## config.mk

```make
export PLATFORM = sky130hd
export DESIGN_NAME = flv_tag_header_parser_flat
export DESIGN_NICKNAME = d
export VERILOG_FILES = /design/src/rtl/flvp_pkg.sv /design/src/rtl/flvp_in_if.sv /design/src/rtl/flvp_out_if.sv /design/src/rtl/flv_tag_header_parser.sv /design/src/flat_wrapper.sv
export SDC_FILE = /design/constraint.sdc
export NUM_CORES = 1
export LEC_CHECK = 0
export BUFFER_PORTS_ARGS = -buffer_cell sky130_fd_sc_hd__buf_2
export CORE_AREA = 2 2 200 124
export DETAILED_ROUTE_END_ITERATION = 8
export DIE_AREA = 0 0 202 126
export GPL_TIMING_DRIVEN = 0
export HOLD_SLACK_MARGIN = 0.12
export PLACE_DENSITY_LB_ADDON = 0.1
export SLEW_MARGIN = 20
export SYNTH_ARGS = -nofsm -noshare
export SYNTH_HDL_FRONTEND = slang
export SYNTH_SLANG_ARGS = --single-unit
```

## constraint.sdc

```tcl
create_clock -name clk -period 5.4 [get_ports clk]
set_clock_uncertainty 0.05 [all_clocks]
set_input_delay 0.54 -clock clk [delete_from_list [all_inputs] [get_ports clk]]
set_output_delay 0.54 -clock clk [all_outputs]
set_load 0.03 [all_outputs]
```

## src/rtl/flvp_pkg.sv

```systemverilog
package flvp_pkg;

	// parser phase
	typedef enum logic [2:0] {
		PH_HEADER  = 3'd0,
		PH_PREV    = 3'd1,
		PH_TAG     = 3'd2,
		PH_PAYLOAD = 3'd3,
		PH_HALT    = 3'd4
	} phase_t;

	// byte role codes
	localparam logic [2:0] ROLE_HEADER  = 3'd0;
	localparam logic [2:0] ROLE_PREV    = 3'd1;
	localparam logic [2:0] ROLE_TAG     = 3'd2;
	localparam logic [2:0] ROLE_PAYLOAD = 3'd3;
	localparam logic [2:0] ROLE_IGNORED = 3'd4;

	// error codes
	localparam logic [2:0] ERR_NONE      = 3'd0;
	localparam logic [2:0] ERR_SIGNATURE = 3'd1;
	localparam logic [2:0] ERR_VERSION   = 3'd2;
	localparam logic [2:0] ERR_RESERVED  = 3'd3;
	localparam logic [2:0] ERR_TAG_TYPE  = 3'd4;
	localparam logic [2:0] ERR_TRUNCATED = 3'd5;

	// tag kinds
	localparam logic [1:0] KIND_AUDIO  = 2'd0;
	localparam logic [1:0] KIND_VIDEO  = 2'd1;
	localparam logic [1:0] KIND_SCRIPT = 2'd2;

	// tag type bytes
	localparam logic [7:0] TYPE_AUDIO  = 8'd8;
	localparam logic [7:0] TYPE_VIDEO  = 8'd9;
	localparam logic [7:0] TYPE_SCRIPT = 8'd18;

	// file header bytes
	localparam logic [7:0] SIG_F        = 8'h46;
	localparam logic [7:0] SIG_L        = 8'h4C;
	localparam logic [7:0] SIG_V        = 8'h56;
	localparam logic [7:0] VERSION_1    = 8'h01;
	localparam logic [7:0] FLAG_RSV_HI  = 8'hF8;
	localparam logic [7:0] FLAG_RSV_LO  = 8'h02;

	// byte positions within each section
	localparam logic [23:0] IDX_SIG_F     = 24'd0;
	localparam logic [23:0] IDX_SIG_L     = 24'd1;
	localparam logic [23:0] IDX_SIG_V     = 24'd2;
	localparam logic [23:0] IDX_VERSION   = 24'd3;
	localparam logic [23:0] IDX_FLAGS     = 24'd4;
	localparam logic [23:0] IDX_HDR_LAST  = 24'd8;
	localparam logic [23:0] IDX_PREV_LAST = 24'd3;
	localparam logic [23:0] IDX_TAG_TYPE  = 24'd0;
	localparam logic [23:0] IDX_SIZE_LAST = 24'd3;
	localparam logic [23:0] IDX_TIME_LAST = 24'd6;
	localparam logic [23:0] IDX_SID_FIRST = 24'd8;
	localparam logic [23:0] IDX_TAG_LAST  = 24'd10;

endpackage

```

## src/rtl/flvp_in_if.sv

```systemverilog
interface flvp_in_if;
	logic       valid;
	logic       ready;
	logic [7:0] data_byte;
	logic       end_of_stream;

	modport source (output valid, output data_byte, output end_of_stream, input ready);
	modport sink (input valid, input data_byte, input end_of_stream, output ready);
endinterface

```

## src/rtl/flvp_out_if.sv

```systemverilog
interface flvp_out_if;
	logic        valid;
	logic        ready;
	logic [2:0]  byte_role;
	logic [7:0]  payload_byte;
	logic        payload_last;
	logic        tag_ready;
	logic [1:0]  tag_kind;
	logic [23:0] payload_size;
	logic [23:0] time_low;
	logic [23:0] stream_number;
	logic        prev_size_ready;
	logic [31:0] prev_tag_size;
	logic [1:0]  stream_flags;
	logic [2:0]  error_code;

	modport source (
		output valid, input ready,
		output byte_role, output payload_byte, output payload_last, output tag_ready,
		output tag_kind, output payload_size, output time_low, output stream_number,
		output prev_size_ready, output prev_tag_size, output stream_flags, output error_code
	);
	modport sink (
		input valid, output ready,
		input byte_role, input payload_byte, input payload_last, input tag_ready,
		input tag_kind, input payload_size, input time_low, input stream_number,
		input prev_size_ready, input prev_tag_size, input stream_flags, input error_code
	);
endinterface

```

## src/rtl/flv_tag_header_parser.sv

```systemverilog
// flv tag header parser: one stream byte in, one result out per transfer
// latency: a result is valid the cycle after its byte transfer
// throughput: one byte per cycle; the result register frees up in the same
// cycle the downstream takes it, so input stalls only while the output stalls
// reset: arst_n clears phase, counters, fields, flags, error and output valid
module flv_tag_header_parser (
	input  logic              clk,
	input  logic              arst_n,
	flvp_in_if.sink           stream,
	flvp_out_if.source        result
);

	flvp_pkg::phase_t phase_q, phase_d;
	logic [23:0] idx_q, idx_d;
	logic [31:0] prev_q, prev_d;
	logic [1:0]  kind_q, kind_d;
	logic [23:0] size_q, size_d;
	logic [23:0] time_q, time_d;
	logic [23:0] sid_q, sid_d;
	logic [1:0]  flags_q, flags_d;
	logic [2:0]  err_q, err_d;

	logic [2:0]  role;
	logic [7:0]  pay;
	logic        plast;
	logic        tready;
	logic        pready;
	logic [2:0]  new_err;
	logic        clean_end;
	logic        active;
	logic [24:0] idx_inc;
	logic [7:0]  b;

	logic        res_valid_q;
	logic [2:0]  role_q;
	logic [7:0]  pay_q;
	logic        plast_q;
	logic        tready_q;
	logic        pready_q;
	logic [1:0]  out_kind_q;
	logic [23:0] out_size_q;
	logic [23:0] out_time_q;
	logic [23:0] out_sid_q;
	logic [31:0] out_prev_q;
	logic [1:0]  out_flags_q;
	logic [2:0]  out_err_q;

	logic in_xfer;

	// result register frees when empty or being drained
	assign stream.ready = !res_valid_q || result.ready;
	assign in_xfer      = stream.valid && stream.ready;
	assign b            = stream.data_byte;
	assign idx_inc      = {1'b0, idx_q} + 25'd1;

	// state register
	always_ff @(posedge clk or negedge arst_n) begin
		if (!arst_n) begin
			phase_q <= flvp_pkg::PH_HEADER;
			idx_q   <= '0;
			prev_q  <= '0;
			kind_q  <= flvp_pkg::KIND_AUDIO;
			size_q  <= '0;
			time_q  <= '0;
			sid_q   <= '0;
			flags_q <= '0;
			err_q   <= flvp_pkg::ERR_NONE;
		end else if (in_xfer) begin
			phase_q <= phase_d;
			idx_q   <= idx_d;
			prev_q  <= prev_d;
			kind_q  <= kind_d;
			size_q  <= size_d;
			time_q  <= time_d;
			sid_q   <= sid_d;
			flags_q <= flags_d;
			err_q   <= err_d;
		end
	end

	// next state and per-byte result
	always_comb begin
		phase_d   = phase_q;
		idx_d     = idx_q;
		prev_d    = prev_q;
		kind_d    = kind_q;
		size_d    = size_q;
		time_d    = time_q;
		sid_d     = sid_q;
		flags_d   = flags_q;
		err_d     = err_q;
		role      = flvp_pkg::ROLE_IGNORED;
		pay       = '0;
		plast     = 1'b0;
		tready    = 1'b0;
		pready    = 1'b0;
		new_err   = flvp_pkg::ERR_NONE;
		clean_end = 1'b0;
		active    = 1'b1;

		case (phase_q)
			flvp_pkg::PH_HEADER: begin
				role = flvp_pkg::ROLE_HEADER;
				if (idx_q == flvp_pkg::IDX_SIG_F && b != flvp_pkg::SIG_F) begin
					new_err = flvp_pkg::ERR_SIGNATURE;
				end else if (idx_q == flvp_pkg::IDX_SIG_L && b != flvp_pkg::SIG_L) begin
					new_err = flvp_pkg::ERR_SIGNATURE;
				end else if (idx_q == flvp_pkg::IDX_SIG_V && b != flvp_pkg::SIG_V) begin
					new_err = flvp_pkg::ERR_SIGNATURE;
				end else if (idx_q == flvp_pkg::IDX_VERSION && b != flvp_pkg::VERSION_1) begin
					new_err = flvp_pkg::ERR_VERSION;
				end else if (idx_q == flvp_pkg::IDX_FLAGS) begin
					// bit1 audio, bit0 video
					flags_d = {b[2], b[0]};
					if ((b & flvp_pkg::FLAG_RSV_HI) != 8'd0 ||
					    (b & flvp_pkg::FLAG_RSV_LO) != 8'd0) begin
						new_err = flvp_pkg::ERR_RESERVED;
					end
				end
				if (idx_q >= flvp_pkg::IDX_HDR_LAST) begin
					phase_d = flvp_pkg::PH_PREV;
					idx_d   = '0;
				end else begin
					idx_d = idx_inc[23:0];
				end
			end
			flvp_pkg::PH_PREV: begin
				role   = flvp_pkg::ROLE_PREV;
				prev_d = {prev_q[23:0], b};
				if (idx_q >= flvp_pkg::IDX_PREV_LAST) begin
					pready    = 1'b1;
					idx_d     = '0;
					phase_d   = flvp_pkg::PH_TAG;
					clean_end = stream.end_of_stream;
				end else begin
					idx_d = idx_inc[23:0];
				end
			end
			flvp_pkg::PH_TAG: begin
				role = flvp_pkg::ROLE_TAG;
				if (idx_q == flvp_pkg::IDX_TAG_TYPE) begin
					if (b == flvp_pkg::TYPE_AUDIO) begin
						kind_d = flvp_pkg::KIND_AUDIO;
					end else if (b == flvp_pkg::TYPE_VIDEO) begin
						kind_d = flvp_pkg::KIND_VIDEO;
					end else if (b == flvp_pkg::TYPE_SCRIPT) begin
						kind_d = flvp_pkg::KIND_SCRIPT;
					end else begin
						new_err = flvp_pkg::ERR_TAG_TYPE;
					end
				end else if (idx_q <= flvp_pkg::IDX_SIZE_LAST) begin
					size_d = {size_q[15:0], b};
				end else if (idx_q <= flvp_pkg::IDX_TIME_LAST) begin
					time_d = {time_q[15:0], b};
				end else if (idx_q >= flvp_pkg::IDX_SID_FIRST) begin
					sid_d = {sid_q[15:0], b};
				end
				if (idx_q >= flvp_pkg::IDX_TAG_LAST) begin
					tready  = 1'b1;
					idx_d   = '0;
					// empty tag skips straight to the next size field
					phase_d = (size_d != 24'd0) ? flvp_pkg::PH_PAYLOAD : flvp_pkg::PH_PREV;
				end else begin
					idx_d = idx_inc[23:0];
				end
			end
			flvp_pkg::PH_PAYLOAD: begin
				role = flvp_pkg::ROLE_PAYLOAD;
				pay  = b;
				if (size_q == 24'd0 || idx_inc >= {1'b0, size_q}) begin
					plast   = 1'b1;
					idx_d   = '0;
					phase_d = flvp_pkg::PH_PREV;
				end else begin
					idx_d = idx_inc[23:0];
				end
			end
			default: begin
				active = 1'b0;
			end
		endcase

		// format error beats clean end, clean end beats truncation
		if (active) begin
			if (new_err != flvp_pkg::ERR_NONE) begin
				err_d   = new_err;
				phase_d = flvp_pkg::PH_HALT;
			end else if (clean_end) begin
				phase_d = flvp_pkg::PH_HALT;
			end else if (stream.end_of_stream) begin
				err_d   = flvp_pkg::ERR_TRUNCATED;
				phase_d = flvp_pkg::PH_HALT;
			end
		end
	end

	// result valid flag
	always_ff @(posedge clk or negedge arst_n) begin
		if (!arst_n) begin
			res_valid_q <= 1'b0;
		end else if (in_xfer) begin
			res_valid_q <= 1'b1;
		end else if (result.ready) begin
			res_valid_q <= 1'b0;
		end
	end

	// result payload
	always_ff @(posedge clk) begin
		if (in_xfer) begin
			role_q      <= role;
			pay_q       <= pay;
			plast_q     <= plast;
			tready_q    <= tready;
			pready_q    <= pready;
			out_kind_q  <= kind_d;
			out_size_q  <= size_d;
			out_time_q  <= time_d;
			out_sid_q   <= sid_d;
			out_prev_q  <= prev_d;
			out_flags_q <= flags_d;
			out_err_q   <= err_d;
		end
	end

	assign result.valid           = res_valid_q;
	assign result.byte_role       = role_q;
	assign result.payload_byte    = pay_q;
	assign result.payload_last    = plast_q;
	assign result.tag_ready       = tready_q;
	assign result.tag_kind        = out_kind_q;
	assign result.payload_size    = out_size_q;
	assign result.time_low        = out_time_q;
	assign result.stream_number   = out_sid_q;
	assign result.prev_size_ready = pready_q;
	assign result.prev_tag_size   = out_prev_q;
	assign result.stream_flags    = out_flags_q;
	assign result.error_code      = out_err_q;

endmodule

```

## src/flat_wrapper.sv

```systemverilog
// flat-port wrapper written by rule: the top's interface ports become plain ports
module flv_tag_header_parser_flat 
  (clk, arst_n, stream_valid, stream_data_byte, stream_end_of_stream, stream_ready, result_valid, result_ready, result_byte_role, result_payload_byte, result_payload_last, result_tag_ready, result_tag_kind, result_payload_size, result_time_low, result_stream_number, result_prev_size_ready, result_prev_tag_size, result_stream_flags, result_error_code);
  flvp_in_if stream_i ();
  flvp_out_if result_i ();
  input  logic clk;
  input  logic arst_n;
  input wire logic [$bits(stream_i.valid)-1:0] stream_valid;
  input wire logic [$bits(stream_i.data_byte)-1:0] stream_data_byte;
  input wire logic [$bits(stream_i.end_of_stream)-1:0] stream_end_of_stream;
  output wire logic [$bits(stream_i.ready)-1:0] stream_ready;
  output wire logic [$bits(result_i.valid)-1:0] result_valid;
  input wire logic [$bits(result_i.ready)-1:0] result_ready;
  output wire logic [$bits(result_i.byte_role)-1:0] result_byte_role;
  output wire logic [$bits(result_i.payload_byte)-1:0] result_payload_byte;
  output wire logic [$bits(result_i.payload_last)-1:0] result_payload_last;
  output wire logic [$bits(result_i.tag_ready)-1:0] result_tag_ready;
  output wire logic [$bits(result_i.tag_kind)-1:0] result_tag_kind;
  output wire logic [$bits(result_i.payload_size)-1:0] result_payload_size;
  output wire logic [$bits(result_i.time_low)-1:0] result_time_low;
  output wire logic [$bits(result_i.stream_number)-1:0] result_stream_number;
  output wire logic [$bits(result_i.prev_size_ready)-1:0] result_prev_size_ready;
  output wire logic [$bits(result_i.prev_tag_size)-1:0] result_prev_tag_size;
  output wire logic [$bits(result_i.stream_flags)-1:0] result_stream_flags;
  output wire logic [$bits(result_i.error_code)-1:0] result_error_code;
  assign stream_i.valid = stream_valid;
  assign stream_i.data_byte = stream_data_byte;
  assign stream_i.end_of_stream = stream_end_of_stream;
  assign stream_ready = stream_i.ready;
  assign result_valid = result_i.valid;
  assign result_i.ready = result_ready;
  assign result_byte_role = result_i.byte_role;
  assign result_payload_byte = result_i.payload_byte;
  assign result_payload_last = result_i.payload_last;
  assign result_tag_ready = result_i.tag_ready;
  assign result_tag_kind = result_i.tag_kind;
  assign result_payload_size = result_i.payload_size;
  assign result_time_low = result_i.time_low;
  assign result_stream_number = result_i.stream_number;
  assign result_prev_size_ready = result_i.prev_size_ready;
  assign result_prev_tag_size = result_i.prev_tag_size;
  assign result_stream_flags = result_i.stream_flags;
  assign result_error_code = result_i.error_code;
  flv_tag_header_parser u_core (.clk(clk), .arst_n(arst_n), .stream(stream_i), .result(result_i));
endmodule
```

==> flow_summary_export.csv <==
group,metric,value,unit
placed_design,dp_hpwl,21.41,mm
floorplan,start_util,0.5209,
route,first_pass_iters,5,
power,ir_worst_vdd,0.2216,mV
cts,path_clk_slew,70,ps
synthesis,synth_flop_cell,"dfrtp_1",
cts,numCtsBuffers,25,
route,drtIter0Drc,708,
critical_path,reg2reg_from,"u_core.idx_q[0]",
critical_path,worst-endpoint-required,5770,ps
critical_path,path_common_cell,"ha_1",
floorplan,die_width,202,um
critical_path,cpPeakStageDelay,550,ps
critical_path,endpoint,"u_core.idx_q[16]",
critical_path,setup.worst_path.start,"u_core.idx_q[0]",
cts,cts.repair.resized,0,
sta,tightest_slew,836.6,ps
synthesis,avgSynthCellArea,10.77,um2
placed_design,post-place-ws,724.2,ps
sta,drv_slew,0,
run,maxCapViolations,0,
cts,cts.path.max_buffers,3,
cts,root_buffer,"clkbuf_16",
synthesis,yosys_warnings,0,
floorplan,core.rowCount,44,
route,via_per_inst,5.386,
sta,timing.final.crit_period,4768,ps
min_path,worstHoldStart,"stream_valid",
global_routing,grt_max_degree,83,
cts,worstSkewPairLatency,540,ps
power,power_density,372.1,nW/um2
sta,fmaxAchievable,209.7,MHz
floorplan,die_h,126,um
status,status,"complete, no violations",
route,wl,30.03,mm
global_routing,grt_util_met1,0.4098,
sta,setup_viol,0,
route,drc,0,
global_routing,use_met3,0.03416,
cts,htreeDepth,1,
synthesis,syn_area,12300,um2
power,p_leak,6.644,nW
finish,final_common_cell,"nand2_1",
sta,slew_headroom,0.4423,
cts,cts_tree,"yes",
route,vias,8871,
critical_path,rrSetupSlack,630,ps
cts,clkSinkCount,264,
cts,post_cts_buffers,0,
placed_design,place_congestion,0.9042,
floorplan,floorplan.core_area,23620,um2
finish,antenna_cells,0,
critical_path,r2r_end,"u_core.idx_q[16]",
route,ant_nets,0,
synthesis,ys_seq_area_frac,0.5878,
critical_path,cp_data_arrival_time,5140,ps
finish,syn2layout_area_growth,16.52,%
finish,final_layout_size_suffix_gt1_frac,0.2106,
synthesis,synth-edff-count,125,
sta,tns,0,ps
min_path,hold_path_class,"input port to flip-flop",
synthesis,synth_nets,1183,
sta,finalHoldViolations,0,
global_routing,grt_pass1_vias,8149,
critical_path,crit_fanout,10,
critical_path,reg2regPathDepth,17,
critical_path,start_kind,"flip-flop",
sta,setup_ws,632.3,ps
route,avgRoutedWirePerCell,18.23,um
synthesis,ys_types,64,
synthesis,synthCells,1142,
critical_path,cp_cell_sequence,"ha_1 -> nand3_1 -> nor2_2 -> and3_1 -> and2_1 -> clkbuf_1 -> nand2_1 -> xnor2_1 -> ha_1 -> nand4_1 -> nor4_1 -> o21ai_0 -> a31oi_1 -> nor4_2 -> nor3_2 -> buf_2 -> nor2_1",
placed_design,portBuffers,134,
cts,hold_buffers,1,
critical_path,cpMaxStageDelayCell,"dfrtp_1",
synthesis,ys_seq_elements,264,
floorplan,dieArea,25450,um2
global_routing,grt.total_usage,0.2383,
critical_path,cp-end-kind,"flip-flop",
finish,final_cell_mix,"nand2_1 (385), buf_2 (145), dfrtp_1 (139)",
global_routing,antenna_found_initial,1,
global_routing,use_met2,0.3119,
global_routing,gr-total-overflow,0,
synthesis,async_flop_share,0.5265,
global_routing,grt_pass1_wl,47.07,mm
power,p_total,5.335,mW
sta,fin_crit_sh,0.8829,
finish,final_nets,1347,
critical_path,worstSetupPathType,"flip-flop to flip-flop",
sta,rsz0062_at_grt,"no",
floorplan,ioPinCount,140,
global_routing,grt-busiest-layer,"met1",
==> layer usage <==
| layer | share of wire | wire, um |
|---|---|---|
| met5 | 0 | 0 |
| met4 | 0.016 | 477 |
| met3 | 0.061 | 1822 |
| met2 | 0.40 | 11880 |
| met1 | 0.53 | 15850 |
==> area by class of cell <==
class / instances / area (um2)
Clock buffer: 37 / 710.7
Fill cell: 1990 / 9283
Tap cell: 322 / 402.9
Timing Repair Buffer: 137 / 745.7
Buffer: 63 / 310.3
Inverter: 29 / 108.9
Sequential cell: 264 / 7232
Multi-Input combinational cell: 786 / 4662
Clock inverter: 9 / 162.7
==> synthesized netlist by cell type (16+ instances only) <==
master / instances / area [um2]
edfxtp_1: 125 / 3754
clkbuf_1: 38 / 142.6
o21ai_0: 29 / 145.1
nor2_1: 56 / 210.2
xor2_1: 23 / 201.4
ha_1: 28 / 350.3
xnor2_1: 21 / 183.9
dfrtp_1: 139 / 3478
a21oi_1: 17 / 85.08
mux2_2: 43 / 484.2
inv_1: 28 / 105.1
mux2_4: 20 / 300.3
nand2_1: 385 / 1445
mux2i_1: 16 / 160.2
==> through the flow <==
stage / utilization / hold WS, ps / std cells / instance area, um2
3_3_place_gp: 0.5664 / 401.9 / 1598 / 13380
4_1_cts: 0.6070 / 137.4 / 1647 / 14340
6_report: 0.6070 / 151.9 / 1647 / 14340
5_1_grt: 0.6070 / 164.9 / 1647 / 14340
3_5_place_dp: 0.5696 / 408.5 / 1600 / 13450
2_1_floorplan: - / 194.4 / 1142 / 12300
==> state kept, by name, summed over array words and instances (netlist names), 8 cells and up <==
signal,flops
u_core.prev_q,32
u_core.result.prev_tag_size,32
u_core.idx_q,24
u_core.result.payload_size,24
u_core.result.stream_number,24
u_core.result.time_low,24
u_core.sid_q,24
u_core.size_q,24
u_core.time_q,24
u_core.result.payload_byte,8
==> kinds of logic (layout without fill, tap and decap cells) <==
| family | count (synthesis) | after routing | share of synthesized area |
|---|---|---|---|
| buf+inv | 92 | 275 | 0.03326 |
| fa+ha+maj | 28 | 28 | 0.02848 |
| xor+xnor | 44 | 44 | 0.03132 |
| flops | 264 | 264 | 0.5878 |
| compound gates | 83 | 83 | 0.04231 |
| simple gates | 547 | 547 | 0.1955 |
| mux | 84 | 84 | 0.08136 |
==> report_power, final <==
part	leakage (nW)	internal [mW]	switching, mW
logic	3.13	0.309	0.657
clock network	0.416	1.11	0.760
registers	3.10	2.36	0.136
==> worst min-delay path by stage <==
stage | to | cells past startpoint
2_1_floorplan | u_core.err_q[0] | 0
3_3_place_gp | u_core.sid_q[20] | 2
3_5_place_dp | u_core.sid_q[18] | 2
4_1_cts | u_core.result.valid | 2
5_1_grt | u_core.result.valid | 2
6_report | u_core.result.valid | 2
==> worst max-delay path, delay by kind of cell, from the launching register on <==
family                   cells  cell delay (ps)
buffers and inverters        2              530
adder cells (fa/ha/maj)      2              710
AND/OR/NAND/NOR             10             2160
flip-flops                   1              550
XOR/XNOR                     1              170
AO/OA/AOI/OAI                2              460
Note: power is estimated with default switching activity, not from simulation.
